`src/design/rtpf_pkg.sv`:
```
// Shared widths, control word layout, saturation helpers and the sequencer program.
package rtpf_pkg;

    localparam int SAMPLE_BITS    = 24;
    localparam int COEF_FRAC_BITS = 20;
    localparam int STATE_BITS     = 40;
    localparam int COEF_W         = 24;
    localparam int MIX_W          = 21;

    // Magnitude multiply split: the state operand is cut into a low and a high piece.
    localparam int LO_W     = COEF_FRAC_BITS;
    localparam int HI_W     = STATE_BITS - LO_W;
    localparam int PLO_W    = COEF_W + LO_W;
    localparam int PHI_W    = COEF_W + HI_W;
    localparam int QMAG_W   = PHI_W + 1;
    localparam int TERM_W   = QMAG_W + 1;
    localparam int ACC_W    = TERM_W + 2;
    localparam int CSEL_W   = COEF_W + 1;

    localparam longint FREQ_LIMIT_L =
        ((64'd130899581 << COEF_FRAC_BITS) + 64'd50000000) / 64'd100000000;
    localparam logic signed [COEF_W-1:0] FREQ_LIMIT = COEF_W'(FREQ_LIMIT_L);
    localparam logic [MIX_W-1:0] MIX_RESET = MIX_W'(64'd1 << COEF_FRAC_BITS);

    // Configuration register indexes.
    localparam int CFG_IDX_W = 3;
    localparam logic [CFG_IDX_W-1:0] REG_TWO_PASS_MODE = 3'd0;
    localparam logic [CFG_IDX_W-1:0] REG_FREQ_COEF     = 3'd1;
    localparam logic [CFG_IDX_W-1:0] REG_DAMP_COEF_A   = 3'd2;
    localparam logic [CFG_IDX_W-1:0] REG_GAIN_COEF_A   = 3'd3;
    localparam logic [CFG_IDX_W-1:0] REG_DAMP_COEF_B   = 3'd4;
    localparam logic [CFG_IDX_W-1:0] REG_GAIN_COEF_B   = 3'd5;
    localparam logic [CFG_IDX_W-1:0] REG_MIX_RATIO_A   = 3'd6;

    localparam int PC_W = 6;
    typedef logic [PC_W-1:0] pc_t;
    localparam pc_t PC_ONE_PASS = 6'd22;

    typedef enum logic [2:0] {
        C_FREQ, C_DAMP_A, C_GAIN_A, C_DAMP_B, C_GAIN_B, C_MIX
    } coef_sel_t;

    typedef enum logic [2:0] {
        S_X, S_BAND_A, S_LOW_A, S_BAND_B, S_LOW_B
    } opnd_sel_t;

    typedef enum logic [2:0] {
        B_HOLD, B_ZERO, B_ACC, B_LOW_A, B_LOW_B, B_NEG_BAND_B
    } acc_base_t;

    typedef enum logic [2:0] {
        W_NONE, W_BAND_A, W_LOW_A, W_BAND_B, W_LOW_B
    } wr_sel_t;

    typedef struct packed {
        coef_sel_t coef;
        opnd_sel_t opnd;
        acc_base_t base;
        logic      term_sub;
        wr_sel_t   wr;
        logic      res_wr;
        logic      done;
        logic      jmp_one;
        pc_t       jmp_tgt;
    } ctrl_t;

    function automatic logic signed [STATE_BITS-1:0] sat_state(
        input logic signed [ACC_W-1:0] v
    );
        logic signed [ACC_W-1:0] hi;
        logic signed [ACC_W-1:0] lo;
        hi = {{(ACC_W-STATE_BITS+1){1'b0}}, {(STATE_BITS-1){1'b1}}};
        lo = ~hi;
        if (v > hi)
            return {1'b0, {(STATE_BITS-1){1'b1}}};
        else if (v < lo)
            return {1'b1, {(STATE_BITS-1){1'b0}}};
        else
            return v[STATE_BITS-1:0];
    endfunction

    function automatic logic signed [SAMPLE_BITS-1:0] sat_sample(
        input logic signed [ACC_W-1:0] v
    );
        logic signed [ACC_W-1:0] hi;
        logic signed [ACC_W-1:0] lo;
        hi = {{(ACC_W-SAMPLE_BITS+1){1'b0}}, {(SAMPLE_BITS-1){1'b1}}};
        lo = ~hi;
        if (v > hi)
            return {1'b0, {(SAMPLE_BITS-1){1'b1}}};
        else if (v < lo)
            return {1'b1, {(SAMPLE_BITS-1){1'b0}}};
        else
            return v[SAMPLE_BITS-1:0];
    endfunction

    // Program. A multiply's term passes the operand, partial product and term
    // registers to the accumulator; a state write is registered before it is read.
    function automatic ctrl_t ucode(input pc_t pc);
        ctrl_t c;
        c = '{coef: C_FREQ, opnd: S_X, base: B_HOLD, term_sub: 1'b0, wr: W_NONE,
              res_wr: 1'b0, done: 1'b0, jmp_one: 1'b0, jmp_tgt: PC_ONE_PASS};
        case (pc)
            // Dispatch on mode.
            6'd0:  c.jmp_one = 1'b1;
            // Two-pass: section A, then section B.
            6'd1:  begin c.coef = C_DAMP_A; c.opnd = S_BAND_A; end
            6'd2:  begin c.coef = C_FREQ;   c.opnd = S_LOW_A;  end
            6'd3:  begin c.coef = C_GAIN_A; c.opnd = S_X;      end
            6'd4:  c.base = B_ZERO;
            6'd5:  c.base = B_ACC;
            6'd6:  begin c.base = B_ACC; c.term_sub = 1'b1; end
            6'd7:  c.wr = W_BAND_A;
            6'd8:  begin c.coef = C_FREQ;   c.opnd = S_BAND_A; end
            6'd9:  begin c.coef = C_DAMP_B; c.opnd = S_BAND_B; end
            6'd10: begin c.coef = C_FREQ;   c.opnd = S_LOW_B;  end
            6'd11:
            begin
                c.coef = C_GAIN_B; c.opnd = S_BAND_A;
                c.base = B_LOW_A;  c.term_sub = 1'b1;
            end
            6'd12: begin c.wr = W_LOW_A; c.base = B_ZERO; end
            6'd13: c.base = B_ACC;
            6'd14: begin c.base = B_ACC; c.term_sub = 1'b1; end
            6'd15: c.wr = W_BAND_B;
            6'd16: begin c.coef = C_FREQ; c.opnd = S_BAND_B; end
            6'd17: begin c.coef = C_MIX;  c.opnd = S_BAND_A; end
            6'd18: ;
            6'd19: begin c.base = B_LOW_B; c.term_sub = 1'b1; end
            6'd20: begin c.wr = W_LOW_B; c.base = B_NEG_BAND_B; end
            6'd21: begin c.res_wr = 1'b1; c.done = 1'b1; end
            // One-pass: section B only.
            6'd22: begin c.coef = C_DAMP_B; c.opnd = S_BAND_B; end
            6'd23: begin c.coef = C_FREQ;   c.opnd = S_LOW_B;  end
            6'd24: begin c.coef = C_GAIN_B; c.opnd = S_X;      end
            6'd25: c.base = B_ZERO;
            6'd26: c.base = B_ACC;
            6'd27: begin c.base = B_ACC; c.term_sub = 1'b1; end
            6'd28: begin c.wr = W_BAND_B; c.res_wr = 1'b1; end
            6'd29: begin c.coef = C_FREQ; c.opnd = S_BAND_B; end
            6'd30: ;
            6'd31: ;
            6'd32: begin c.base = B_LOW_B; c.term_sub = 1'b1; end
            6'd33: begin c.wr = W_LOW_B; c.done = 1'b1; end
            default: c.done = 1'b1;
        endcase
        return c;
    endfunction

endpackage

```
`src/design/resonant_two_pole_filter_cascade_unit.sv`:
```
// Top level: two-pole resonant filter cascade run by a microcoded sequencer.
//
//  channel | signals                                   | direction
//  --------+-------------------------------------------+-----------
//  in      | in_valid, in_stall, sample_in, clear_state | into block
//  out     | out_valid, out_stall, sample_out           | out of block
//  cfg     | cfg_write, cfg_index, cfg_data             | into block
//
// One beat runs through the two-pass or the one-pass program, from acceptance
// to the result landing in the output register; the step count of the program
// and the pipeline of the shared multiplier set its duration.
// Reset clears all filter state and loads the register defaults.
// A stalled output holds the sequencer on its last step; a new input beat is
// taken once the previous result has moved into the output register.
module resonant_two_pole_filter_cascade_unit
    import rtpf_pkg::*;
(
    input  logic                          clk,
    input  logic                          rst_n,
    input  logic                          in_valid,
    output logic                          in_stall,
    input  logic signed [SAMPLE_BITS-1:0] sample_in,
    input  logic                          clear_state,
    output logic                          out_valid,
    input  logic                          out_stall,
    output logic signed [SAMPLE_BITS-1:0] sample_out,
    input  logic                          cfg_write,
    input  logic [CFG_IDX_W-1:0]          cfg_index,
    input  logic [COEF_W-1:0]             cfg_data
);

    // Configuration registers.
    logic                     two_pass_mode_reg;
    logic signed [COEF_W-1:0] freq_coef_reg;
    logic signed [COEF_W-1:0] damp_coef_a_reg;
    logic signed [COEF_W-1:0] gain_coef_a_reg;
    logic signed [COEF_W-1:0] damp_coef_b_reg;
    logic signed [COEF_W-1:0] gain_coef_b_reg;
    logic [MIX_W-1:0]         mix_ratio_a_reg;

    // Sequencer.
    logic  busy_reg;
    logic  busy_next;
    pc_t   pc_reg;
    pc_t   pc_next;
    ctrl_t ctrl;
    logic  hold;
    logic  go;
    logic  in_take;
    logic  out_take;

    // Datapath.
    logic signed [SAMPLE_BITS-1:0] sample_reg;
    logic signed [STATE_BITS-1:0]  low_a_reg;
    logic signed [STATE_BITS-1:0]  band_a_reg;
    logic signed [STATE_BITS-1:0]  low_b_reg;
    logic signed [STATE_BITS-1:0]  band_b_reg;
    logic signed [ACC_W-1:0]       acc_reg;
    logic signed [ACC_W-1:0]       acc_next;
    logic signed [ACC_W-1:0]       acc_base;
    logic signed [ACC_W-1:0]       term_ext;
    logic signed [STATE_BITS-1:0]  acc_sat;
    logic signed [SAMPLE_BITS-1:0] res_reg;
    logic signed [SAMPLE_BITS-1:0] res_now;
    logic signed [SAMPLE_BITS-1:0] sample_out_reg;
    logic                          out_valid_reg;
    logic                          out_valid_next;

    // Multiplier pipeline.
    logic signed [COEF_W-1:0]     freq_eff;
    logic signed [CSEL_W-1:0]     c_sel;
    logic signed [STATE_BITS-1:0] s_sel;
    logic [CSEL_W-1:0]            c_abs;
    logic [STATE_BITS-1:0]        s_abs;
    logic [COEF_W-1:0]            mc_reg;
    logic [STATE_BITS-1:0]        ms_reg;
    logic                         neg1_reg;
    logic [PLO_W-1:0]             plo_reg;
    logic [PHI_W-1:0]             phi_reg;
    logic                         neg2_reg;
    logic [PLO_W:0]               plo_rnd;
    logic [QMAG_W-1:0]            q_mag;
    logic signed [TERM_W-1:0]     term_reg;

    assign in_take    = in_valid && !in_stall;
    assign out_take   = out_valid_reg && !out_stall;
    assign in_stall   = busy_reg;
    assign out_valid  = out_valid_reg;
    assign sample_out = sample_out_reg;

    assign ctrl = ucode(pc_reg);
    assign hold = ctrl.done && out_valid_reg && out_stall;
    assign go   = busy_reg && !hold;

    // Configuration writes.
    always_ff @(posedge clk or negedge rst_n)
    begin
        if (!rst_n)
        begin
            two_pass_mode_reg <= 1'b0;
            freq_coef_reg     <= '0;
            damp_coef_a_reg   <= '0;
            gain_coef_a_reg   <= '0;
            damp_coef_b_reg   <= '0;
            gain_coef_b_reg   <= '0;
            mix_ratio_a_reg   <= MIX_RESET;
        end
        else if (cfg_write)
        begin
            case (cfg_index)
                REG_TWO_PASS_MODE: two_pass_mode_reg <= cfg_data[0];
                REG_FREQ_COEF:     freq_coef_reg     <= cfg_data;
                REG_DAMP_COEF_A:   damp_coef_a_reg   <= cfg_data;
                REG_GAIN_COEF_A:   gain_coef_a_reg   <= cfg_data;
                REG_DAMP_COEF_B:   damp_coef_b_reg   <= cfg_data;
                REG_GAIN_COEF_B:   gain_coef_b_reg   <= cfg_data;
                REG_MIX_RATIO_A:   mix_ratio_a_reg   <= cfg_data[MIX_W-1:0];
                default: ;
            endcase
        end
    end

    // Step counter and busy flag.
    always_comb
    begin
        busy_next = busy_reg;
        pc_next   = pc_reg;
        if (in_take)
        begin
            busy_next = 1'b1;
            pc_next   = '0;
        end
        else if (go)
        begin
            if (ctrl.done)
                busy_next = 1'b0;
            else if (ctrl.jmp_one && !two_pass_mode_reg)
                pc_next = ctrl.jmp_tgt;
            else
                pc_next = pc_reg + 1'b1;
        end
    end

    always_ff @(posedge clk or negedge rst_n)
    begin
        if (!rst_n)
        begin
            busy_reg <= 1'b0;
            pc_reg   <= '0;
        end
        else
        begin
            busy_reg <= busy_next;
            pc_reg   <= pc_next;
        end
    end

    // Operand selection for the shared multiplier.
    always_comb
    begin
        freq_eff = (freq_coef_reg > FREQ_LIMIT) ? FREQ_LIMIT : freq_coef_reg;
        case (ctrl.coef)
            C_FREQ:   c_sel = CSEL_W'(freq_eff);
            C_DAMP_A: c_sel = CSEL_W'(damp_coef_a_reg);
            C_GAIN_A: c_sel = CSEL_W'(gain_coef_a_reg);
            C_DAMP_B: c_sel = CSEL_W'(damp_coef_b_reg);
            C_GAIN_B: c_sel = CSEL_W'(gain_coef_b_reg);
            C_MIX:    c_sel = {{(CSEL_W-MIX_W){1'b0}}, mix_ratio_a_reg};
            default:  c_sel = '0;
        endcase
        case (ctrl.opnd)
            S_X:      s_sel = STATE_BITS'(sample_reg);
            S_BAND_A: s_sel = band_a_reg;
            S_LOW_A:  s_sel = low_a_reg;
            S_BAND_B: s_sel = band_b_reg;
            S_LOW_B:  s_sel = low_b_reg;
            default:  s_sel = '0;
        endcase
        c_abs = c_sel[CSEL_W-1] ? (~c_sel + 1'b1) : c_sel;
        s_abs = s_sel[STATE_BITS-1] ? (~s_sel + 1'b1) : s_sel;
    end

    // The product is formed on magnitudes and rounded half away from zero.
    always_comb
    begin
        plo_rnd = {1'b0, plo_reg} + (PLO_W+1)'(64'd1 << (COEF_FRAC_BITS - 1));
        q_mag   = QMAG_W'(phi_reg) + QMAG_W'(plo_rnd >> COEF_FRAC_BITS);
    end

    always_ff @(posedge clk)
    begin
        mc_reg   <= c_abs[COEF_W-1:0];
        ms_reg   <= s_abs;
        neg1_reg <= c_sel[CSEL_W-1] ^ s_sel[STATE_BITS-1];
        plo_reg  <= PLO_W'(mc_reg * ms_reg[LO_W-1:0]);
        phi_reg  <= PHI_W'(mc_reg * ms_reg[STATE_BITS-1:LO_W]);
        neg2_reg <= neg1_reg;
        term_reg <= neg2_reg ? -$signed({1'b0, q_mag}) : $signed({1'b0, q_mag});
    end

    // Accumulator.
    always_comb
    begin
        case (ctrl.base)
            B_ZERO:       acc_base = '0;
            B_ACC:        acc_base = acc_reg;
            B_LOW_A:      acc_base = ACC_W'(low_a_reg);
            B_LOW_B:      acc_base = ACC_W'(low_b_reg);
            B_NEG_BAND_B: acc_base = -ACC_W'(band_b_reg);
            default:      acc_base = acc_reg;
        endcase
        term_ext = ACC_W'(term_reg);
        if (go && ctrl.base != B_HOLD)
            acc_next = ctrl.term_sub ? (acc_base - term_ext) : (acc_base + term_ext);
        else
            acc_next = acc_reg;
        acc_sat = sat_state(acc_reg);
        res_now = sat_sample(acc_reg);
    end

    always_ff @(posedge clk)
    begin
        acc_reg <= acc_next;
        if (in_take)
            sample_reg <= sample_in;
        if (go && ctrl.res_wr)
            res_reg <= res_now;
    end

    // Filter state.
    always_ff @(posedge clk or negedge rst_n)
    begin
        if (!rst_n)
        begin
            low_a_reg  <= '0;
            band_a_reg <= '0;
            low_b_reg  <= '0;
            band_b_reg <= '0;
        end
        else if (in_take && clear_state)
        begin
            low_a_reg  <= '0;
            band_a_reg <= '0;
            low_b_reg  <= '0;
            band_b_reg <= '0;
        end
        else if (go)
        begin
            case (ctrl.wr)
                W_BAND_A: band_a_reg <= acc_sat;
                W_LOW_A:  low_a_reg  <= acc_sat;
                W_BAND_B: band_b_reg <= acc_sat;
                W_LOW_B:  low_b_reg  <= acc_sat;
                default: ;
            endcase
        end
    end

    // Output register.
    always_comb
    begin
        out_valid_next = out_valid_reg;
        if (go && ctrl.done)
            out_valid_next = 1'b1;
        else if (out_take)
            out_valid_next = 1'b0;
    end

    always_ff @(posedge clk or negedge rst_n)
    begin
        if (!rst_n)
            out_valid_reg <= 1'b0;
        else
            out_valid_reg <= out_valid_next;
    end

    always_ff @(posedge clk)
    begin
        if (go && ctrl.done)
            sample_out_reg <= ctrl.res_wr ? res_now : res_reg;
    end

endmodule

```
`config.mk`:
```
export PLATFORM = sky130hd
export DESIGN_NAME = resonant_two_pole_filter_cascade_unit
export DESIGN_NICKNAME = d
export VERILOG_FILES = /design/src/design/rtpf_pkg.sv /design/src/design/resonant_two_pole_filter_cascade_unit.sv
export SDC_FILE = /design/constraint.sdc
export NUM_CORES = 2
export LEC_CHECK = 0
export BUFFER_PORTS_ARGS = -buffer_cell sky130_fd_sc_hd__buf_2
export CORE_MARGIN = 2
export CORE_UTILIZATION = 57
export CTS_CLUSTER_SIZE = 28
export DETAILED_ROUTE_END_ITERATION = 8
export GPL_TIMING_DRIVEN = 0
export PLACE_DENSITY_LB_ADDON = 0.1
export SLEW_MARGIN = 10
export SYNTH_ARGS = -nofsm -noshare
export SYNTH_HDL_FRONTEND = slang
export SYNTH_SLANG_ARGS = --single-unit
```
`constraint.sdc`:
```
create_clock -name clk -period 8.3 [get_ports clk]
set_input_delay 1.66 -clock clk [delete_from_list [all_inputs] [get_ports clk]]
set_output_delay 1.66 -clock clk [all_outputs]
set_load 0.005 [all_outputs]
```
[Word level (Yosys, flattened, before mapping)]
Index checks and enable logic that the tools add are counted.
Word-level totals
  bits in registers: 630
  latch bits: 0
  RAM bits: 0
  memory bits (read-only): 0
  input bits: 57
  logic and storage cells: 195
  memories kept: 0
Operators by class
  add/sub/neg operators: 9
  multiply operators: 2
  div/mod/pow operators: 0
  order comparisons: 5
  equal/unequal tests: 57
  shift-type cells: 0
  mux-type cells: 41
  bitwise gates (word level): 3
  reductions and logical operators: 51
Operator list (count)
  $mux W40: 14
  $pmux W40 S5: 1
  $pmux W48 S4: 1
  $pmux W25 S6: 1
  $mux W24: 5
  $eq A6 B5 Y1 const B: 16
  $mul A24 B20 Y44: 2
  $pmux W6 S10: 1
  $add A48 B46 Y48: 1
  $eq A6 B4 Y1 const B: 8
  $gt A48 B24 Y1 const B: 1
  $gt A48 B40 Y1 const B: 1
  $lt A48 B24 Y1 const B: 1
  $lt A48 B40 Y1 const B: 1
  $mux W48: 1
  $neg A40 Y48: 1
  $sub A48 B46 Y48: 1
  $neg A45 Y46: 1
  $add A44 B20 Y45 const B: 1
  $add A44 B25 Y45: 1
  $mux W45: 1
  $add A40 B1 Y40 const B: 1
  $not A40 Y40: 1
  $mux W39: 1
  28 further kinds: 104

[Longest topological paths before layout]
  depth in word-level cells: 9
  mapped depth: 27
  mapped depth without buffers: 26

[Worst setup path after synthesis]
Ideal clock, no wire load.
  path kind: flip-flop to flip-flop
  start: reg ms_reg[4]
  end: reg plo_reg[43]
  setup time: 0.072 ns
  data arrival time: 6.903 ns
  data required time: 8.228 ns
  path slack: 1.325 ns
  cell stages (with the launch flop): 25
  buffers on the path: 1
  period minus slack after synthesis: 6.975 ns
  cells stage by stage: dfxtp_1 -> clkbuf_1 -> and2_1 -> fa_1 -> fa_1 -> inv_1 -> fa_1 -> inv_1 -> fa_1 -> ha_1 -> fa_1 -> inv_1 -> fa_1 -> inv_1 -> ha_1 -> a2111oi_0 -> o31ai_1 -> and3_1 -> a221o_1 -> a21oi_1 -> o21ai_0 -> a31o_2 -> o41a_1 -> a21oi_1 -> xnor2_1
On the way
  word-level cells in the longest chain between the ends: 1
Ends and longest elaborated chain
  start, declared: RTL line resonant_two_pole_filter_cascade_unit.sv:76  | logic [STATE_BITS-1:0] ms_reg;
  start signal, assigned: RTL line resonant_two_pole_filter_cascade_unit.sv:193  | ms_reg <= s_abs;
  $mul A24 B20 Y44: RTL line resonant_two_pole_filter_cascade_unit.sv:195  | plo_reg <= PLO_W'(mc_reg * ms_reg[LO_W-1:0]);
  end signal, assigned: RTL line resonant_two_pole_filter_cascade_unit.sv:195
  end, declared: RTL line resonant_two_pole_filter_cascade_unit.sv:78  | logic [PLO_W-1:0] plo_reg;
Every way passes these cells.
A chain may end at the register's enable or synchronous reset.

[Final worst setup path]
  start: reg mc_reg[8]
  end: reg phi_reg[33]
On the way
  word-level cells in the longest chain between the ends: 1
Ends and longest elaborated chain
  start, declared: RTL line resonant_two_pole_filter_cascade_unit.sv:75  | logic [COEF_W-1:0] mc_reg;
  start signal, assigned: RTL line resonant_two_pole_filter_cascade_unit.sv:192  | mc_reg <= c_abs[COEF_W-1:0];
  $mul A24 B20 Y44: RTL line resonant_two_pole_filter_cascade_unit.sv:196  | phi_reg <= PHI_W'(mc_reg * ms_reg[STATE_BITS-1:LO_W]);
  end signal, assigned: RTL line resonant_two_pole_filter_cascade_unit.sv:196
  end, declared: RTL line resonant_two_pole_filter_cascade_unit.sv:79  | logic [PHI_W-1:0] phi_reg;
Every way passes these cells.

==> flow_summary.toml <==
[worst_setup_path]
worst_ep_required_time_ps = 8780
cp-startpoint = "mc_reg[8]"
start_kind = "register"
critical_path_class = "reg2reg"
path_cells = "clkbuf_2 -> and2_1 -> fa_1 -> fa_1 -> inv_1 -> fa_1 -> inv_1 -> fa_1 -> inv_1 -> fa_1 -> inv_1 -> fa_1 -> fa_1 -> ha_1 -> a21oi_1 -> o21bai_1 -> a21oi_1 -> o21ai_0 -> a221oi_2 -> a21o_1 -> nand3_1 -> and3_1 -> o21a_1 -> o311ai_1"
path_delay_family = "adder cells"
critical-path-slowest-cell = "dfxtp_1"
crit_buf_inv = 5
worst_ep_arrival_time_ps = 8610
crit_fanout = 10
end_kind = "register"
cpMostUsedCell = "fa_1"
max_stage_delay_ps = 560
r2r_start = "mc_reg[8]"

[placed_design]
pre_cts_slack_ps = -1365
portBuffers = 80
gp_congestion = 1.072
placed_cell_area_sq_um = 65830
place_hpwl_um = 172900
dp_cells = 8332

[floorplan]
die_w_um = 337.4
num_rows = 122
start_util_pct = 57.33
die_area_sq_um = 113800
core_area_sq_um = 110500
ios = 83
die_h_um = 337.4

[status]
status = "finished clean"

[clocking]
hold_buffers = 0
cts-root-buf = "clkbuf_16"
clk_pin_slew_ps = 60
cts_buffers = 72
htreeDepth = 3
cts_buffer_depth = 3
cts.sinks = 611
cts_tree = "done"
worst_skew_pair.late_latency_ps = 690

[layout]
drive_gt1_share_pct = 7.993
final_common_cell = "inv_1"
fin_nets = 8151
finalNonFillerCells = 8481
fillCellCount = 9673
multiInputGateArea_sq_um = 43510
largest_register_ff_count = 48
regArea_sq_um = 15000
syn_to_final_growth_pct = 8.320
fin_area_sq_um = 68630
mostFrequentLayoutCells = "inv_1, fa_1, nand2_1"

[detailed_routing]
drc = 0
drtIter0Drc = 5628
dr.pass1.iters = 9
drt-total-wl_um = 216000
vias = 51590
ant_nets = 0
wl_per_cell_um = 25.47
viasPerCell = 6.083

[sta]
setup_ws_ps = 171.4
fin_hold_ws_ps = 332.8
worst_pin_slew_ps = 1467
hold_viol = 0
slew_viol_final = 0
relSlewSlack_pct = 2.212
report.final.setup_viol = 0
fmax_ghz = 0.1230
period_needed_ps = 8129
period_share_pct = 97.94
skew_ps = 67.78

[global_routing]
grt_pass1_vias = 51920
grt_use_total_pct = 38.56
antenna_found_initial = 21
grt_max_degree = 89
gr-total-overflow = 0
grt_pass1_wl_um = 324700

[synth]
synthFlopType = "dfrtp_1"
netlist_area_sq_um = 63360
syn_nets = 7987
synth_cell_type_count = 102
synth_async_sr_flop_share_pct = 50.74
ys_warn_count = 0
synth-seq-cells = 611
synth-seq-area-share_pct = 23.65
postSynthCellCount = 6757
synth_top_area_share_pct = 24.80
syn_area_per_cell_sq_um = 9.376
synth_top_cell_by_area = "fa_1"
synth.area.top_cells = "fa_1, dfrtp_1, ha_1, dfxtp_1, edfxtp_1"
synth_edf_count = 120

[min_path]
min_path_type = "reg2reg"
min-delay-start = "neg1_reg"

[run]
drv_cap = 0
[layout make-up]
type / instances / area share [%]
multi-input cells: 4839 / 63.40
flip-flops and latches: 611 / 21.85
inverters: 932 / 5.098
clock buffers: 95 / 2.974
well taps: 1488 / 2.713
plain buffers: 374 / 2.328
repair buffers: 91 / 0.8533
clock inverters: 39 / 0.7366
diodes: 12 / 0.04376
[worst reg2reg max path: stages, from the launching register on]
cell and delay [ps]:
dfxtp_1 560, clkbuf_2 520, and2_1 240, fa_1 420, fa_1 510, inv_1 60, fa_1 540, inv_1 60
fa_1 490, inv_1 50, fa_1 480, inv_1 80, fa_1 540, fa_1 520, ha_1 390, a21oi_1 240
o21bai_1 90, a21oi_1 160, o21ai_0 120, a221oi_2 450, a21o_1 190, nand3_1 250, and3_1 320, o21a_1 190
o311ai_1 490
[cells by family after synthesis]
| group | share of synthesized area (%) |
|---|---|
| AND/OR/NAND/NOR | 16.83 |
| buffers and inverters | 7.874 |
| adder cells (fa/ha/maj) | 32.47 |
| AO/OA/AOI/OAI | 10.71 |
| flip-flops | 23.65 |
| XOR/XNOR | 4.740 |
| multiplexers | 3.729 |
[Yosys cell counts (56+ instances only)]
cell type and count:
a21o_1 68, a21oi_1 206, and2_1 553, and3_1 56
clkbuf_1 331, dfrtp_1 309, dfxtp_1 181, edfxtp_1 120
fa_1 785, ha_1 388, inv_1 932, mux2_2 168
nand2_1 724, nand3_1 228, nor2_1 196, nor3_1 74
o21ai_0 289, xnor2_1 221, xor2_1 120
[stage by stage]
| stage | TNS, ps | utilization, % |
|---|---|---|
| global placement | -196740 | 59.37 |
| floorplan | 0 | - |
| CTS | 0 | 61.93 |
| finish | 0 | 62.10 |
| global route | -13.54 | 62.07 |
| detailed placement | -27510 | 59.56 |
[routing by layer]
layer / wire length (um) / track usage, %
met5: 194 / 1.064
met4: 9030 / 14.95
met1: 86820 / 51.80
met3: 26840 / 13.59
met2: 93150 / 57.14
[final timing paths]
kind,to,slack [ps],cells past startpoint
max,phi_reg[33],170,24
min in group asynchronous,in_stall,890,1
min reg2reg,neg2_reg,330,0
max in group asynchronous,band_b_reg[19],6100,3
min,neg2_reg,330,0
max reg2reg,phi_reg[33],170,24
[repair_timing]
item	CTS	global route
hold endpoints to repair	0	0
resized for setup	39	114
gates cloned	0	0
setup endpoints to repair	39	21
buffers inserted	0	0
pin swaps	0	0
Power is not shown: default switching activity piles up to over one toggle a cycle in this logic, so the estimate is an artifact.
